$ cat src/rtl/aamr_pkg.sv
// Shared constants and types for the axis-angle matrix rotate unit.
`timescale 1ns / 1ps

package aamr_pkg;

  localparam int CORDIC_STAGES = 16;
  localparam int ATAN_COUNT    = 24;
  localparam int CORDIC_RUN    = (CORDIC_STAGES < ATAN_COUNT) ? CORDIC_STAGES : ATAN_COUNT;

  // CORDIC datapath width: x, y and z stay well inside 34 signed bits.
  localparam int CW = 34;

  localparam int SQRT_STEPS = 32;
  localparam int DIV_STEPS  = 31;

  localparam logic signed [CW-1:0] CORDIC_X0 = 34'sd652032874;
  localparam logic signed [CW-1:0] Q30_ONE   = 34'sd1073741824;

  localparam logic [31:0] ATAN_TURNS [ATAN_COUNT] = '{
    32'h20000000, 32'h12E4051E, 32'h09FB385B, 32'h051111D4, 32'h028B0D43, 32'h0145D7E1,
    32'h00A2F61E, 32'h00517C55, 32'h0028BE53, 32'h00145F2F, 32'h000A2F98, 32'h000517CC,
    32'h00028BE6, 32'h000145F3, 32'h0000A2FA, 32'h0000517D, 32'h000028BE, 32'h0000145F,
    32'h00000A30, 32'h00000518, 32'h0000028C, 32'h00000146, 32'h000000A3, 32'h00000051
  };

  typedef logic [4:0] step_t;

endpackage

$ cat src/rtl/aamr_cordic_cell.sv
// One rotation step of the sine and cosine CORDIC row.
`timescale 1ns / 1ps

module aamr_cordic_cell (
  input  logic                             clk,
  input  aamr_pkg::step_t                  step,
  input  logic signed [aamr_pkg::CW-1:0]   x_in,
  input  logic signed [aamr_pkg::CW-1:0]   y_in,
  input  logic signed [aamr_pkg::CW-1:0]   z_in,
  output logic signed [aamr_pkg::CW-1:0]   x_out,
  output logic signed [aamr_pkg::CW-1:0]   y_out,
  output logic signed [aamr_pkg::CW-1:0]   z_out
);

  logic signed [aamr_pkg::CW-1:0] dx;
  logic signed [aamr_pkg::CW-1:0] dy;
  logic signed [aamr_pkg::CW-1:0] ang;

  assign dx  = y_in >>> step;
  assign dy  = x_in >>> step;
  assign ang = $signed({2'b00, aamr_pkg::ATAN_TURNS[step]});

  always_ff @(posedge clk) begin
    if (!z_in[aamr_pkg::CW-1]) begin
      x_out <= x_in - dx;
      y_out <= y_in + dy;
      z_out <= z_in - ang;
    end else begin
      x_out <= x_in + dx;
      y_out <= y_in - dy;
      z_out <= z_in + ang;
    end
  end

endmodule
$ cat config.mk
export PLATFORM = sky130hd
export DESIGN_NAME = aamr_cordic_cell
export DESIGN_NICKNAME = d
export VERILOG_FILES = /design/src/rtl/aamr_pkg.sv /design/src/rtl/aamr_cordic_cell.sv
export SDC_FILE = /design/constraint.sdc
export NUM_CORES = 1
export LEC_CHECK = 0
export ABC_AREA = 1
export BUFFER_PORTS_ARGS = -buffer_cell sky130_fd_sc_hd__buf_2
export CAP_MARGIN = 5
export CORE_MARGIN = 8
export CORE_UTILIZATION = 35
export CTS_BUF_LIST = sky130_fd_sc_hd__clkbuf_4
export DETAILED_ROUTE_END_ITERATION = 16
export HOLD_SLACK_MARGIN = 0.06
export SLEW_MARGIN = 10
export SYNTH_ARGS = -nofsm -noshare
export SYNTH_HDL_FRONTEND = slang
export SYNTH_SLANG_ARGS = --single-unit
$ cat constraint.sdc
create_clock -name clk -period 13.1 [get_ports clk]
set_clock_uncertainty 0.05 [all_clocks]
set_input_delay 1.31 -clock clk [delete_from_list [all_inputs] [get_ports clk]]
set_output_delay 1.31 -clock clk [all_outputs]
set_load 0.02 [all_outputs]
=== Word-level counts from Yosys, hierarchy flattened ===
Memory sizes are Yosys's and may differ from the RTL's.
Index checks and enable logic that the tools add are counted.

* $add $sub $neg: 6
* Shifts and indexed selects: 2
* $lt $le $gt $ge: 1
* Bitwise logic cells: 1
* Muxes and demuxes: 5

{| class="wikitable"
|+ Operator list
! operator !! number
|-
| two-way mux 34 bit || 3
|-
| adder 34 bit || 2
|-
| >>> shifter 34 x 5 -> 34 bit || 2
|-
| subtractor 34 bit || 2
|-
| two-way mux 32 bit || 2
|-
| adder 34 x 33 -> 34 bit || 1
|-
| subtractor 34 x 33 -> 34 bit || 1
|-
| greater-or-equal comparator 6 bit (second input constant) || 1
|-
| NOT 5 -> 6 bit || 1
|}

* Word-level logic and storage cells: 19
* Memories: 1
* Bits in read-only memories: 1024
* Output and inout bits: 102
* Bits in registers: 102
* Input bits: 108

{| class="wikitable"
|+ Memory list
! memory !! depth !! bits a word !! read ports !! clocked after memory_dff !! wr ports !! RTL line !! RTL
|-
| (name not given) || 32 || 32 || 1 || 0 || 0 || aamr_cordic_cell.sv:21 || <nowiki>assign ang = $signed({2'b00, aamr_pkg::ATAN_TURNS[step]});</nowiki>
|}

=== Logic depth before layout (Yosys ltp) ===
* Word-level depth: 6
* Gate-level depth with buffers: 39

=== Worst setup path after synthesis ===
Ideal clock, no wire load.

* Path type: input to register
* From: input port step[0]
* To: register z_out[24] in the netlist's numbering
* Path slack: 8.040 ns
* Data required time: 12.923 ns
* Stages: 24
* Arrival: 4.884 ns
* Path buffers: 3
* Path through: buf_4 -> inv_2 -> buf_6 -> buf_6 -> ha_1 -> or2_1 -> nand3_1 -> nand3_1 -> o31ai_2 -> ha_1 -> nand2_1 -> o21ai_0 -> fa_1 -> nand3_1 -> nand2_1 -> a21oi_1 -> o21ai_0 -> a21boi_0 -> inv_1 -> nand2_1 -> nand2_1 -> a21boi_0 -> o21ai_0 -> xor2_1

* Longest elaborated chain between the ends: 6
* Elaborated cells between the ends (all ways): 7
* Classes of those cells: add/sub (2); mux (3); bitwise (1); memory (1)

{| class="wikitable"
|+ RTL lines
! what !! RTL line !! RTL
|-
| from (decl) || aamr_cordic_cell.sv:6 || <nowiki>input aamr_pkg::step_t step,</nowiki>
|-
| NOT 5 -> 6 bit (implied by the code) (*) || aamr_cordic_cell.sv:21 ||
|-
| memory read (32 x 32 bit) (*) || - ||
|-
| two-way mux 32 bit (implied by the code) (*) (2 in a row) || aamr_cordic_cell.sv:21 ||
|-
| subtractor 34 x 33 -> 34 bit / adder 34 x 33 -> 34 bit (equally long branches) || aamr_cordic_cell.sv:27, aamr_cordic_cell.sv:31 ||
|-
| two-way mux 34 bit (*) || aamr_cordic_cell.sv:24 || <nowiki>if (!z_in[aamr_pkg::CW-1]) begin</nowiki>
|-
| to (signal assigned) || aamr_cordic_cell.sv:27 || <nowiki>z_out <= z_in - ang;</nowiki>
|-
| to (signal assigned) || aamr_cordic_cell.sv:31 || <nowiki>z_out <= z_in + ang;</nowiki>
|-
| to (decl) || aamr_cordic_cell.sv:12 || <nowiki>output logic signed [aamr_pkg::CW-1:0] z_out</nowiki>
|}

Mark *: on every way between the ends. The rest lies on a longest branch, timed or not. The select of a mux whose other input is x is not followed.

=== Worst setup path after layout ===
* From: input port step[1]
* To: register x_out[24] in the netlist's numbering

* Longest elaborated chain between the ends: 3
* Elaborated cells between the ends (all ways): 4
* Classes of those cells: add/sub (2); shift (1); mux (1)

{| class="wikitable"
|+ RTL lines
! what !! RTL line !! RTL
|-
| >>> shifter 34 x 5 -> 34 bit (*) || aamr_cordic_cell.sv:19 || <nowiki>assign dx = y_in >>> step;</nowiki>
|-
| subtractor 34 bit / adder 34 bit (equally long branches) || aamr_cordic_cell.sv:25, aamr_cordic_cell.sv:29 ||
|-
| two-way mux 34 bit (*) || aamr_cordic_cell.sv:24 ||
|-
| to (signal assigned) || aamr_cordic_cell.sv:25 || <nowiki>x_out <= x_in - dx;</nowiki>
|-
| to (signal assigned) || aamr_cordic_cell.sv:29 || <nowiki>x_out <= x_in + dx;</nowiki>
|-
| to (decl) || aamr_cordic_cell.sv:10 || <nowiki>output logic signed [aamr_pkg::CW-1:0] x_out,</nowiki>
|}

Mark *: on every way between the ends. The rest lies on a longest branch, timed or not.

==> results.json <==
{
  "placed_cell_area_mm2": 0.0155,
  "cpLargestDelayFamily": "compound AO/OA/AOI/OAI gates",
  "ys_seq_area_share_pct": 14.4,
  "timing.final.crit_share_pct": 49.9,
  "post_cts_setup_buffer_count": 0,
  "crit_path_kind": "in -> reg",
  "drt_iter0_markers": 1309,
  "place_worst_setup_slack_ns": 6.03,
  "synth_top_area_share_pct": 20.4,
  "drc_errors": 0,
  "gpl.final_weighted_congestion": 0.956,
  "die_x_um": 217,
  "synthDominantAreaCellType": "nand2_1",
  "critPathMostFrequentCell": "nand2_1",
  "worst_path_max_stage_delay_ns": 0.65,
  "postCtsResizedCells": 0,
  "antenna_found_initial": 3,
  "clock_tree_from_tritoncts": "built",
  "fin_crit_ns": 6.53,
  "worstPathBufferInverterCount": 7,
  "ys_types": 52,
  "data_required_time_at_the_worst_endpoint_ns": 13.56,
  "max-vdd-ir-drop_mv": 0.0634,
  "initial_core_util_pct": 35.6,
  "clock_tree.buffer_depth": 2,
  "run_status": "finished clean",
  "fp.dieArea_mm2": 0.0472,
  "global_routing_usage_summed_across_all_routing_layers_pct": 21.4,
  "layout-drive-gt1-share_pct": 12.7,
  "max_slew.worst_pin.slew_ns": 1.16,
  "mostFrequentLayoutCell": "nand2_1",
  "synth_edf_count": 0,
  "yosys_warnings": 0,
  "slew_violations": 0,
  "timing.critical_path.from_type": "input pin",
  "critical_path_fanouts_max": 65,
  "core-area_mm2": 0.0398,
  "unrepaired_setup_endpoints_after_global_routing": "no",
  "synthesis.instances": 2424,
  "maximum_number_of_pins_on_one_net_before_global_route_repair": 86,
  "worstSetupStartpoint": "step[1]",
  "grt_overflow_total": 0,
  "avgRoutedWirePerCell_um": 16.8,
  "clock_sinks": 102,
  "port-buffer-count": 209,
  "fin_nets": 2789,
  "ffs_w_async_s_r_synth_pct": 0,
  "maxClockFrequency_mhz": 153,
  "dominantRegCellSynth": "dfxtp_1",
  "route.final.wire_length_um": 52200,
  "worstHoldPathType": "in -> reg",
  "hold_viol_final": 0,
  "yosys_register_bits": 102,
  "power_density_mw_per_mm2": 117,
  "post_syn_nets": 2645,
  "drt-vias-per-instance": 5.24,
  "htree_levels": 3,
  "syn_area_per_cell_um2": 5.85,
  "layout_filler_cell_count": 4523,
  "critPathSlowestCell": "inv_2",
  "design.portCount": 210,
  "type_of_destination_of_the_critical_path": "register",
  "dr_total_vias": 16200,
  "min_from": "z_in[0]",
  "setup_tns_ns": 0,
  "synth.area.top_cells": "nand2_1 20%, dfxtp_1 14%, nand3_1 13%, ha_1 9.7%, xor2_1 7.4%",
  "tritoncts.num_buffers": 9,
  "floorplan.die.height_um": 217,
  "first_global_vias": 15400,
  "timing.final.setup_violations": 0,
  "ctsRootBufferMaster": "clkbuf_4",
  "design_area_mm2": 0.0156,
  "cellLeakagePower_nw": 8.17,
  "detail_route.first_pass.iterations": 6,
  "grt_pass1_wl_um": 81100,
  "dp_hpwl_um": 43600,
  "syn_to_final_growth_pct": 10.2,
  "clk_pin_slew_worst_paths_ns": 0.16,
  "slew_headroom_pct": 23.0,
  "drv_cap": 0,
  "critPathArrivalTime_ns": 6.99,
  "layout_common_cells": "769 x nand2_1, 363 x nand3_1, 209 x buf_2",
  "mappedNetlistArea_mm2": 0.0142,
  "row_count": 73,
  "hold_slack_ns": 0.930,
  "layout_setup_ws_ns": 6.57,
  "hold_buffers": 0,
  "drt_antenna_net_count": 0
}
stage by stage:
step                power (mW)  utilization [%]  std cells
floorplan                 1.32                -       2424
finish                    1.83             39.3       3102
global placement          1.67             38.9       3082
global route              1.99             39.3       3101
CTS                       1.86             39.2       3097
detailed placement        1.67             38.9       3082
logic make-up (layout without fill, tap and decap cells):
family | count (synthesis) | in the layout | share of synthesized area, %
other | 0 | 5 | 0
muxes | 2 | 2 | 0.141
DFF | 102 | 102 | 14.4
xor gates and xnor gates | 171 | 171 | 10.6
AOI/OAI and AO/OA | 313 | 313 | 12.6
adders and majority gates | 113 | 113 | 10.1
and+or+nand+nor | 1417 | 1417 | 43.1
buffers and inverters | 306 | 454 | 9.09
sequential cells by signal, summed over array words and instances, names as in the netlist:
register  flops
x_out        34
y_out        34
z_out        34
layout make-up:
cell class	instances	area (µm²)	area share, %
Inverter	222	833	5.33
Sequential cell	102	2040	13.1
Clock buffer	9	67.6	0.432
Clock inverter	6	62.6	0.400
Timing Repair Buffer	217	1110	7.07
Multi-Input combinational cell	2016	10900	69.4
Antenna cell	5	12.5	0.0800
Tap cell	525	657	4.20
Yosys cell counts (5+ instances only):
library cell / count
nand3_2: 12
nand2_2: 25
nor3_1: 13
o211ai_1: 10
xor2_1: 120
nand2_1: 769
buf_4: 8
nor2_1: 173
inv_1: 196
inv_2: 25
a21o_1: 9
o21ai_0: 86
o21ai_1: 17
dfxtp_1: 102
ha_1: 110
buf_2: 34
clkbuf_1: 18
buf_6: 9
nor2_4: 5
buf_1: 15
nand4_1: 24
nand3_1: 363
xnor2_1: 51
o21a_1: 13
a21oi_1: 133
nor2_2: 20
a21boi_0: 6
a31oi_1: 15
per-layer routing:
metal | up-vias | part of all wire (%) | wire length [µm] | track usage [%]
li1 | 8253 | - | - | -
met1 | 7408 | 44 | 23100 | 26.2
met2 | 500 | 47 | 24800 | 37.4
met3 | 83 | 5.2 | 2710 | 3.13
met4 | 0 | 3.1 | 1630 | 7.84
met5 | - | 0 | 0 | 0
where the power goes:
part,leakage (nW),internal (mW),switching [mW]
registers,0.861,0.448,0.0297
logic,7.25,0.395,0.788
clock network,0.0659,0.0563,0.115
path summary, 6_finish.rpt:
check / end / slack (ns) / cells after the start
max: x_out[24] / 6.57 / 28
min: z_out[0] / 0.93 / 2
(Power assumes the default switching activity.)
