**src/rtl/aamr_pkg.sv**
```systemverilog
// Shared constants and types for the axis-angle matrix rotate unit.
`timescale 1ns / 1ps

package aamr_pkg;

  localparam int CORDIC_STAGES = 16;
  localparam int ATAN_COUNT    = 24;
  localparam int CORDIC_RUN    = (CORDIC_STAGES < ATAN_COUNT) ? CORDIC_STAGES : ATAN_COUNT;

  // CORDIC datapath width: x, y and z stay well inside 34 signed bits.
  localparam int CW = 34;

  localparam int SQRT_STEPS = 32;
  localparam int DIV_STEPS  = 31;

  localparam logic signed [CW-1:0] CORDIC_X0 = 34'sd652032874;
  localparam logic signed [CW-1:0] Q30_ONE   = 34'sd1073741824;

  localparam logic [31:0] ATAN_TURNS [ATAN_COUNT] = '{
    32'h20000000, 32'h12E4051E, 32'h09FB385B, 32'h051111D4, 32'h028B0D43, 32'h0145D7E1,
    32'h00A2F61E, 32'h00517C55, 32'h0028BE53, 32'h00145F2F, 32'h000A2F98, 32'h000517CC,
    32'h00028BE6, 32'h000145F3, 32'h0000A2FA, 32'h0000517D, 32'h000028BE, 32'h0000145F,
    32'h00000A30, 32'h00000518, 32'h0000028C, 32'h00000146, 32'h000000A3, 32'h00000051
  };

  typedef logic [4:0] step_t;

endpackage

```
**src/rtl/aamr_sqrt_cell.sv**
```systemverilog
// One step of the bit-pair integer square root row.
`timescale 1ns / 1ps

module aamr_sqrt_cell (
  input  logic                clk,
  input  aamr_pkg::step_t     step,
  input  logic [63:0]         rem_in,
  input  logic [63:0]         root_in,
  output logic [63:0]         rem_out,
  output logic [63:0]         root_out
);

  logic [63:0] bitv;
  logic [63:0] trial;

  assign bitv  = 64'd1 << (6'd62 - {step, 1'b0});
  assign trial = root_in + bitv;

  always_ff @(posedge clk) begin
    if (rem_in >= trial) begin
      rem_out  <= rem_in - trial;
      root_out <= (root_in >> 1) + bitv;
    end else begin
      rem_out  <= rem_in;
      root_out <= root_in >> 1;
    end
  end

endmodule

```
**config.mk**
```make
export PLATFORM = sky130hd
export DESIGN_NAME = aamr_sqrt_cell
export DESIGN_NICKNAME = d
export VERILOG_FILES = /design/src/rtl/aamr_pkg.sv /design/src/rtl/aamr_sqrt_cell.sv
export SDC_FILE = /design/constraint.sdc
export NUM_CORES = 1
export LEC_CHECK = 0
export BUFFER_PORTS_ARGS = -buffer_cell sky130_fd_sc_hd__buf_4
export CAP_MARGIN = 20
export CELL_PAD_IN_SITES_DETAIL_PLACEMENT = 0
export CELL_PAD_IN_SITES_GLOBAL_PLACEMENT = 1
export CORE_ASPECT_RATIO = 0.6
export CORE_MARGIN = 2
export CORE_UTILIZATION = 40
export DETAILED_ROUTE_END_ITERATION = 6
export PLACE_DENSITY = 0.76
export SLEW_MARGIN = 20
export SYNTH_ARGS = -nofsm -noshare
export SYNTH_HDL_FRONTEND = slang
export SYNTH_SLANG_ARGS = --single-unit
```
**constraint.sdc**
```tcl
create_clock -name clk -period 10.2 [get_ports clk]
set_input_delay 1.02 -clock clk [delete_from_list [all_inputs] [get_ports clk]]
set_output_delay 1.02 -clock clk [all_outputs]
set_load 0.05 [all_outputs]
```
# Word-level counts from Yosys, hierarchy flattened
# Cells that the tools add are included.
# op_classes
n_addsub	4
order_cmp	1
shift	1
n_mux	2
# op_table
op	count
$add 63x64->64	1
$add 64x64->64	1
$ge 64x64->1	1
$mux 64	1
$shl 1x6->64 const A	1
$sub 64x64->64	1
$mux 63	1
$sub 6x6->6 const A	1
# totals
ff_bits	128
in_bits	134
output_inout_bits	128
elab_cells	11

# Longest topological paths before layout
# Gate-level depths: netlist of run 1.
# depth
ltp_word	5
ltp_mapped	30
ltp_nobuf	25

# Worst setup path before layout of run 1
# Ideal clock, no wire load.
# synth_timing
path_kind	input -> register
start	input port step[0]
end	register rem_out[20]
setup_ps	121
arrival_ps	6228
required_time_ps	10079
path_slack_ps	3851
stages	26
path_buffers	4
path_cell_list	or2_2 > clkbuf_1 > nor2_1 > ha_1 > a31oi_1 > nor2_1 > maj3_1 > a31oi_1 > o21ai_1 > a222oi_1 > nand2_1 > a31oi_1 > o21bai_1 > xnor2_1 > ha_1 > clkbuf_1 > a21o_1 > a21o_1 > a21o_1 > a21o_1 > a211oi_1 > o21ai_0 > a211oi_2 > buf_2 > buf_2 > mux2_2
# synth_via
elab_chain_cells	5
word_cells_on_any_way	6
classes_between	add/sub (3); order compare (1); shift (1); mux (1)
# synth_lines
element	line	source
start, declared	aamr_sqrt_cell.sv:6	input aamr_pkg::step_t step,
$sub 6x6->6 *	aamr_sqrt_cell.sv:16	assign bitv = 64'd1 << (6'd62 - {step, 1'b0});
$shl 1x6->64 *	aamr_sqrt_cell.sv:16	
$add 64x64->64 *	aamr_sqrt_cell.sv:17	assign trial = root_in + bitv;
$sub 64x64->64 or $ge 64x64->1 (tied branches)	aamr_sqrt_cell.sv:21, aamr_sqrt_cell.sv:20	
$mux 64 *	aamr_sqrt_cell.sv:20	if (rem_in >= trial) begin
end signal, assigned	aamr_sqrt_cell.sv:21	rem_out <= rem_in - trial;
end signal, assigned	aamr_sqrt_cell.sv:24	rem_out <= rem_in;
end, declared	aamr_sqrt_cell.sv:9	output logic [63:0] rem_out,
# Every way passes the cells marked *; elsewhere a longest branch is shown, timed or not.
# A chain may end at the register's enable or synchronous reset.

# Worst setup path in the final report of run 1
# layout_timing
start	input port step[0]
end	register root_out[1]
# layout_via
elab_chain_cells	5
word_cells_on_any_way	6
classes_between	add/sub (3); order compare (1); shift (1); mux (1)
# layout_lines
element	line	source
$sub 6x6->6 *	aamr_sqrt_cell.sv:16	
$shl 1x6->64 *	aamr_sqrt_cell.sv:16	
$add 64x64->64	aamr_sqrt_cell.sv:17	
$ge 64x64->1	aamr_sqrt_cell.sv:20	
$mux 63 *	aamr_sqrt_cell.sv:20	
end signal, assigned	aamr_sqrt_cell.sv:22	root_out <= (root_in >> 1) + bitv;
end signal, assigned	aamr_sqrt_cell.sv:25	root_out <= root_in >> 1;
end, declared	aamr_sqrt_cell.sv:10	output logic [63:0] root_out
# Marked as above.

==> results of run 1 <==
## registers in the layout, summed over array words and instances, names as in the netlist
signal	cells
rem_out	64
root_out	64
## power breakdown
part	switching [mW]	internal [mW]
logic	0.675	0.330
registers	0.0287	0.577
clock network	0.247	0.445
## per-layer routing
layer  track usage (%)  share of wire [%]  up-vias  wire length (um)
li1                  -                  -     6737                 -
met1              45.4                 52     6255             25100
met2              34.5                 36      661             17300
met3              7.01                 10       34              5030
met4              5.83                1.4        0               694
met5                 0                  0        -                 0
## path summary, 6_finish.rpt
kind | start | end | cells past startpoint
worst max-delay path | step[0] | root_out[1] | 24
worst min-delay path | rem_in[0] | rem_out[0] | 3
## area by class of cell
type	instances	area, um^2	area share, %
clock buffers	22	464	2.94
well taps	424	531	3.36
clock inverters	10	183	1.16
diodes	1	2.50	0.0159
multi-input cells	1497	9940	63.0
inverters	33	124	0.785
flip-flops and latches	128	2560	16.2
repair buffers	263	1980	12.5
## kinds of logic after synthesis
group,after synthesis,share of synthesized area [%]
DFF,128,19.8
xor gates and xnor gates,178,12.0
AOI/OAI and AO/OA,551,27.5
buffers and inverters,108,3.64
and+or+nand+nor,619,22.9
muxes,20,1.68
adders and majority gates,129,12.5
## placed cells by master, fill, tap and decap left out, types with 6 or more instances in the layout
cell and instances:
clkbuf_16 17, o21bai_1 30, mux2_2 14, and2_1 22, or3_1 16, a211oi_1 8
a21oi_1 117, a31oi_1 62, nor3b_1 9, nand2_1 211, o21a_1 12, nand2b_1 22
ha_1 126, and4_1 6, nor3_1 29, nand3_1 42, a21o_1 54, o21ai_0 151
o21ai_1 8, and3_1 17, nor2_1 147, nor4_1 7, buf_4 262, a31o_2 16
xor2_1 94, mux2i_1 6, nand4_1 41, nor2b_1 25, dfxtp_1 128, xnor2_1 84
o31ai_1 9, inv_1 33, a21boi_0 10, o211ai_1 13
## per-stage QoR
step / cell area [um^2] / total power [mW] / util [%]
after detailed placement: 15100 / 1.61 / 47.1
after CTS: 15800 / 2.31 / 49.1
after global placement: 15100 / 1.61 / 47.1
after global routing: 15800 / 2.42 / 49.1
final: 15800 / 2.30 / 49.1
after floorplan: 13000 / 1.29 / -
## synth_stat cells, drive strengths merged (5+ instances only)
master	number	area share, %
and3	18	0.91
clkbuf	44	1.3
a31o	16	1.1
nand2b	23	1.2
xnor2	84	5.7
o211ai	13	0.75
nor3	30	1.2
or3	16	0.77
a21oi	120	4.7
xor2	94	6.3
mux2i	6	0.46
o21bai	30	1.7
ha	126	12
inv	33	0.96
mux2	14	1.2
buf	31	1.4
nand3	43	1.7
nor2	148	4.3
a21boi	11	0.64
nor2b	25	1.2
nand4	41	2.0
dfxtp	128	20
or2	6	0.29
o21ai	160	6.3
a41oi	5	0.40
nor4	8	0.43
nor3b	9	0.52
a211oi	9	0.56
o31ai	10	0.62
a31oi	63	3.2
o21a	12	0.69
a21o	54	3.1
and4	6	0.41
and2	22	1.1
nand2	211	6.1
==> results_dict.tcl, run 1 <==
set metrics [dict create \
    grt_max_degree 120 \
    finalWorstSetupSlack_ps 2910 \
    finalSetupViolCount 0 \
    status "finished, final reports clean" \
    period_needed_ps 7290 \
    grt_use_total_pct 27.8 \
    post_cts_buffers 0 \
    synth_flop_cell "dfxtp_1" \
    die_h_um 143 \
    antenna_found_initial 1 \
    rsz0062_at_grt "no" \
    fillers 3228 \
    power_leakage_nw 6.88 \
    crit_fanout 102 \
    slowest_delay_ps 780 \
    yosys_warnings 0 \
    die_w_um 236 \
    gp_congestion 0.971 \
    postRouteAntennaNets 0 \
    grt_overflow_total 0 \
    numClockSinks 128 \
    avgRoutedWirePerCell_um 20.2 \
    dp_hpwl_mm 39.9 \
    cp_common_cell "a21o_1" \
    syn_area_per_cell_um2 7.48 \
    grt_pass1_vias 12000 \
    drt_first_pass_iters 6 \
    power_density_mw_per_mm2 146 \
    syn_inst 1733 \
    maxSlewViolCount 0 \
    die_area_mm2 0.0339 \
    worst_ep_arrival_time_ps 7630 \
    crit_type "in -> reg" \
    initial_core_util_pct 40.3 \
    drt-initial-drc-count 1609 \
    critPathTopFamily "compound AO/OA/AOI/OAI gates" \
    cp_data_required_time_ps 10540 \
    clkTransAtPathRegs_ps 60 \
    cts_buffers 17 \
    finalNonFillerCells 2378 \
    viasPerCell 5.76 \
    cts_tree "done" \
    drcViolationCount 0 \
    cts_resized 0 \
    routed_wl_mm 48.1 \
    crit_path_cell_trace "buf_4, or2_2, nor2_1, ha_1, a31oi_1, nor2_1, maj3_1, a31oi_1, o21ai_1, a222oi_1, nand2_1, a31oi_1, o21bai_1, xnor2_1, ha_1, a21o_1, a21o_1, a21o_1, a21o_1, a211oi_1, o21ai_0, a211oi_4, buf_4, mux2_2" \
    htree_levels 4 \
    peakVddDrop_mv 0.120 \
    cp_num_buf_inv 2 \
    synth_area_mm2 0.0130 \
    cts.hold.buffers_added 0 \
    root_buffer "clkbuf_16" \
    maxCapViolCount 0 \
    ys_types 91 \
    synth-seq-cells 128 \
    numPortBuffers 261 \
    hold_violations 0 \
    ys_seq_area_share_pct 19.8 \
    max_freq_mhz 137 \
    synth_nets 1994 \
    rows 51 \
    drive_gt1_share_pct 18.1 \
    vias 13700 \
    synth_edf_count 0 \
    grt_pass1_wl_mm 72.2 \
    clockBufferDepth 2 \
    async_reset_ff_share_pct 0 \
    relSlewSlack_pct 32.9 \
    ios 262 \
    period_share_pct 71.5 \
    preCtsSetupSlack_ps 2570 \
    tns_ps 0 \
    dp.cells 2345 \
    syn2layout_area_growth_pct 21.7 \
    worst_pin_slew_ps 1010 \
    startpoint_type "input port" \
    hold_class "in -> reg" \
    holdWs_ps 776 \
    slowest_stage "buf_4" \
    final_nets 2201 \
    endpoint_kind "flip-flop" \
    coreArea_mm2 0.0322 \
]
(Power assumes the default switching activity.)
==> run 2, diff against run 1 <==
ABC_AREA = 1   (was unset)
PLACE_DENSITY = 0.79   (was 0.76)
clock period = 7.44 ns   (was 10.2 ns; I/O delays follow)
==> run 2 against run 1 <==
Net effect: the flow now finishes with violations (DRC); synthesized cell count up 74%; non-clock buffer count grew 4; sequential cell count unchanged; clock-buffer cell count fell by 2; power up 43%; critical path depth grew 2; setup slack worse by 1500 ps; sequential power up 38%; die area grew 28%.
==> results_dict.tcl, run 2 <==
set metrics [dict create \
    grt_pass1_vias 18700 \
    total_power_mw 3.30 \
    viasPerCell 5.51 \
    numClockSinks 128 \
    hold_violations 0 \
    drive_gt1_share_pct 10.2 \
    preCtsSetupSlack_ps 1190 \
    htree_levels 4 \
    root_buffer "clkbuf_16" \
    clkTransAtPathRegs_ps 70 \
    syn_inst 3023 \
    cts.hold.buffers_added 0 \
    final_cell_mix "nand2_1 (916), inv_1 (451), nor2_1 (428)" \
    tns_ps 0 \
    crit_fanout 64 \
    post_cts_buffers 0 \
    peakVddDrop_mv 0.140 \
    synth_common_cells "nand2_1 (916), inv_1 (451), nor2_1 (428), o21ai_0 (241), a21oi_1 (172)" \
    maxSlewViolCount 0 \
    die_area_mm2 0.0435 \
    hold_class "in -> reg" \
    drt_first_pass_iters 7 \
    hold_path_end "rem_out[61]" \
    vias 21200 \
    worst_ep_arrival_time_ps 6400 \
    finalSetupViolCount 0 \
    period_needed_ps 6060 \
    postRouteAntennaNets 0 \
    dp_hpwl_mm 71.2 \
    ys_seq_area_share_pct 15.3 \
    avgRoutedWirePerCell_um 21.4 \
    relSlewSlack_pct 28.2 \
    layout_commonest_cell "nand2_1" \
    yosys_warnings 0 \
    crit_type "in -> reg" \
    max_freq_mhz 165 \
    die_w_um 268 \
    final_util_pct 48.4 \
    period_share_pct 81.4 \
    synthMostInstantiatedCell "nand2_1" \
    coreArea_mm2 0.0408 \
    finalWorstSetupSlack_ps 1380 \
    min_from "rem_in[61]" \
    initial_core_util_pct 41.0 \
    critPathLaunch "step[1]" \
    async_reset_ff_share_pct 0 \
    ios 262 \
    synth_flop_cell "dfxtp_1" \
    ys_types 50 \
    grt_max_degree 66 \
    drcViolationCount 6 \
    rsz0062_at_grt "no" \
    grt_pass1_wl_mm 118 \
    final_nets 3538 \
    startpoint_type "input port" \
    clockBufferDepth 2 \
    endpoint_kind "flip-flop" \
    gp_congestion 1.07 \
    cts_resized 0 \
    rows 57 \
    power_leakage_nw 9.27 \
    numPortBuffers 261 \
    synth_top_area_share_pct 20.6 \
    synth_edf_count 0 \
    synth-seq-cells 128 \
    fillers 4510 \
    status "complete, but fails checks" \
    grt_use_total_pct 37.1 \
    power_density_mw_per_mm2 167 \
    antenna_found_initial 1 \
    violations "DRC" \
    die_h_um 162 \
    routed_wl_mm 82.6 \
    reg_top3 "rem_out: 64 flops, root_out: 64 flops" \
    syn_area_per_cell_um2 5.53 \
    holdWs_ps 484 \
    synth_nets 3284 \
    yosys-top-cells-area "nand2_1 (21%), dfxtp_1 (15%), inv_1 (10%), nor2_1 (9.6%), ha_1 (9.4%)" \
    cts_buffers 17 \
    maxCapViolCount 0 \
    drt-initial-drc-count 3297 \
    syn2layout_area_growth_pct 18.2 \
    grt_overflow_total 0 \
    cp_data_required_time_ps 7780 \
    yosysTopAreaCell "nand2_1" \
    hold_path_depth 3 \
    synth_area_mm2 0.0167 \
    cts_tree "done" \
    worst_pin_slew_ps 1070 \
]
==> run 2: cells by family (layout without fill, tap and decap cells) <==
| kind of cell | after synthesis | count (layout) | synth area share [%] |
|---|---|---|---|
| compound gates | 513 | 513 | 16.9 |
| xor+xnor | 100 | 100 | 5.24 |
| fa+ha+maj | 127 | 127 | 9.56 |
| buf+inv | 491 | 758 | 11.8 |
| flops | 128 | 128 | 15.3 |
| other cells | 0 | 1 | 0 |
| simple gates | 1664 | 1664 | 41.1 |
==> run 2: layer usage <==
layer / share of wire (%) / up-vias / track usage [%]
met5: 0.013 / - / 0
met4: 1.3 / 2 / 6.17
met3: 17 / 79 / 18.3
met2: 34 / 1283 / 44.7
met1: 48 / 9604 / 56.9
li1: - / 10200 / -
==> run 2: per-stage QoR <==
| stage | cell area (um^2) | std cells |
|---|---|---|
| after floorplan | 16700 | 3023 |
| after global placement | 19200 | 3818 |
| after detailed placement | 19200 | 3818 |
| after CTS | 19700 | 3850 |
| after global routing | 19700 | 3850 |
| final | 19700 | 3851 |
==> run 2: final cells by class <==
type / instances / area [um^2] / share of cell area [%]
diodes: 1 / 2.50 / 0.0127
clock buffers: 20 / 457 / 2.31
clock inverters: 12 / 109 / 0.551
inverters: 459 / 1730 / 8.75
multi-input cells: 2404 / 12200 / 61.6
flip-flops and latches: 128 / 2560 / 13.0
well taps: 560 / 701 / 3.55
repair buffers: 267 / 2020 / 10.2
==> run 2: worst max-delay path by stage <==
stage,end,slack (ps)
floorplan,rem_out[33],2970
global placement,root_out[52],1220
detailed placement,rem_out[46],1190
CTS,rem_out[46],1630
global route,root_out[46],1070
finish,root_out[21],1380
==> run 2: power by group <==
| group | switching [mW] | internal, mW |
|---|---|---|
| combinational | 1.13 | 0.461 |
| sequential | 0.0403 | 0.799 |
| clock | 0.397 | 0.479 |
==> run 2: worst max-delay path: stages <==
cell and delay (ps):
buf_4 150, inv_1 180, nand4_1 220, nor2_1 270, ha_1 240, nand2_1 100, nor2_1 110, inv_1 130
nor2_1 170, inv_1 150, nor2_1 550, o21ai_0 350, nand3_1 220, xnor2_1 120, ha_1 450, nand2_1 130
nor2_1 160, inv_1 70, nor2_1 180, nand2_1 140, nor3_2 190, nand3_1 150, nand3_4 180, buf_4 590
nand2_1 170, xnor2_1 180
==> run 3, diff against run 2 <==
clock period = 6 ns   (was 7.44 ns; I/O delays follow)
==> run 3 against run 2 <==
Net effect: the flow now finishes without violations; non-clock buffer count rose by 22; cell count rose by 0.57%; sequential share of layout area fell by 0.15 points; first-iteration DRC count fell by 17%; sequential cell count did not move; utilization rose by 0.58 points; global-route usage rose by 0.79 points; die area did not move; largest cell class unchanged; largest power group unchanged.
==> results_dict.tcl, run 3 (synthesis results as in run 2) <==
set metrics [dict create \
    preCtsSetupSlack_ps 143 \
    hold_violations 0 \
    max_freq_mhz 177 \
    maxCapViolCount 0 \
    crit_type "in -> reg" \
    rsz0062_at_grt "no" \
    use_met3_pct 17.5 \
    period_needed_ps 5660 \
    worst_pin_slew_ps 986 \
    power_density_mw_per_mm2 211 \
    finalSetupViolCount 0 \
    htree_levels 4 \
    die_h_um 162 \
    initial_core_util_pct 41.0 \
    die_w_um 268 \
    status "finished, final reports clean" \
    final_nets 3560 \
    startpoint_type "input port" \
    hold_path_depth 3 \
    postRouteAntennaNets 0 \
    cts_resized 0 \
    numClockSinks 128 \
    rows 57 \
    power_leakage_nw 9.41 \
    grt_overflow_total 0 \
    final_cell_mix "nand2_1 (916), inv_1 (451), nor2_1 (428)" \
    hold_path_end "rem_out[45]" \
    finalWorstSetupSlack_ps 340 \
    endpoint_kind "flip-flop" \
    clockBufferDepth 2 \
    root_buffer "clkbuf_16" \
    grtUsageMet1_pct 59.3 \
    tns_ps 0 \
    avgRoutedWirePerCell_um 21.7 \
    drcViolationCount 0 \
    total_power_mw 4.21 \
    slowest_delay_ps 530 \
    cp_data_required_time_ps 6340 \
    post_cts_buffers 0 \
    worst_ep_arrival_time_ps 6000 \
    cts_tree "done" \
    grt-busiest-layer "met1" \
    grt_pass1_wl_mm 120 \
    layout_commonest_cell "nand2_1" \
    relSlewSlack_pct 33.2 \
    drt-initial-drc-count 2750 \
    grt_pass1_vias 18800 \
    dp_hpwl_mm 72.5 \
    slowest_stage "a21oi_1" \
    use_met2_pct 46.3 \
    peakVddDrop_mv 0.183 \
    drt_first_pass_iters 6 \
    die_area_mm2 0.0435 \
    numPortBuffers 261 \
    maxSlewViolCount 0 \
    coreArea_mm2 0.0408 \
    gp_congestion 1.05 \
    vias 21300 \
    crit_fanout 16 \
    routed_wl_mm 84.0 \
    min_from "rem_in[45]" \
    syn2layout_area_growth_pct 19.6 \
    period_share_pct 94.3 \
    antenna_found_initial 2 \
    final_util_pct 49.0 \
    holdWs_ps 349 \
    reg_top3 "rem_out: 64 flops, root_out: 64 flops" \
    cts.hold.buffers_added 0 \
    clkTransAtPathRegs_ps 70 \
    ios 262 \
    critPathTopFamily "simple AND/OR/NAND/NOR gates" \
    grt_max_degree 86 \
    cp_num_buf_inv 6 \
    cp_common_cell "nand2_1" \
    viasPerCell 5.51 \
    hold_class "in -> reg" \
    cts_buffers 17 \
    drive_gt1_share_pct 10.9 \
    fillers 4485 \
    grt_use_total_pct 37.9 \
]
==> run 3: tightest hold or removal path: stages <==
cell and delay (ps):
buf_4 90, nand2_1 40, o21ai_0 50
==> run 3: where the power goes <==
group	leakage, nW	internal (mW)	total, mW	switching [mW]
clock network	0.289	0.627	1.17	0.542
registers	1.08	0.989	1.04	0.0479
logic	8.04	0.590	2.01	1.42
total	9.41	2.21	4.21	2.01
==> run 3: worst max path at each step <==
stage                  from     endpoint  slack [ps]  depth (start not counted)
finish              step[1]  rem_out[51]         340                         27
floorplan           step[4]  rem_out[33]        1670                         26
detailed placement  step[4]  rem_out[51]         140                         26
global route        step[4]  rem_out[28]          20                         26
CTS                 step[4]   rem_out[7]         620                         27
global placement    step[4]  rem_out[51]         140                         25
==> run 3: cell type report <==
type	count	area [um^2]	share of cell area [%]
inverters	459	1730	8.65
well taps	560	701	3.51
multi-input cells	2404	12200	60.9
clock buffers	17	425	2.13
repair buffers	289	2220	11.1
clock inverters	15	173	0.864
diodes	1	2.50	0.0125
flip-flops and latches	128	2560	12.8
==> run 3: per-stage QoR <==
| step | std cells | area (um^2) |
|---|---|---|
| after floorplan | 3023 | 16700 |
| after global placement | 3840 | 19400 |
| after detailed placement | 3840 | 19400 |
| after CTS | 3872 | 20000 |
| after global routing | 3872 | 20000 |
| final | 3873 | 20000 |
==> run 3: metal layers <==
| metal | routed length [um] | vias to the layer above |
|---|---|---|
| li1 | - | 10300 |
| met1 | 41300 | 9790 |
| met2 | 29000 | 1207 |
| met3 | 13100 | 50 |
| met4 | 568 | 0 |
| met5 | 0 | - |
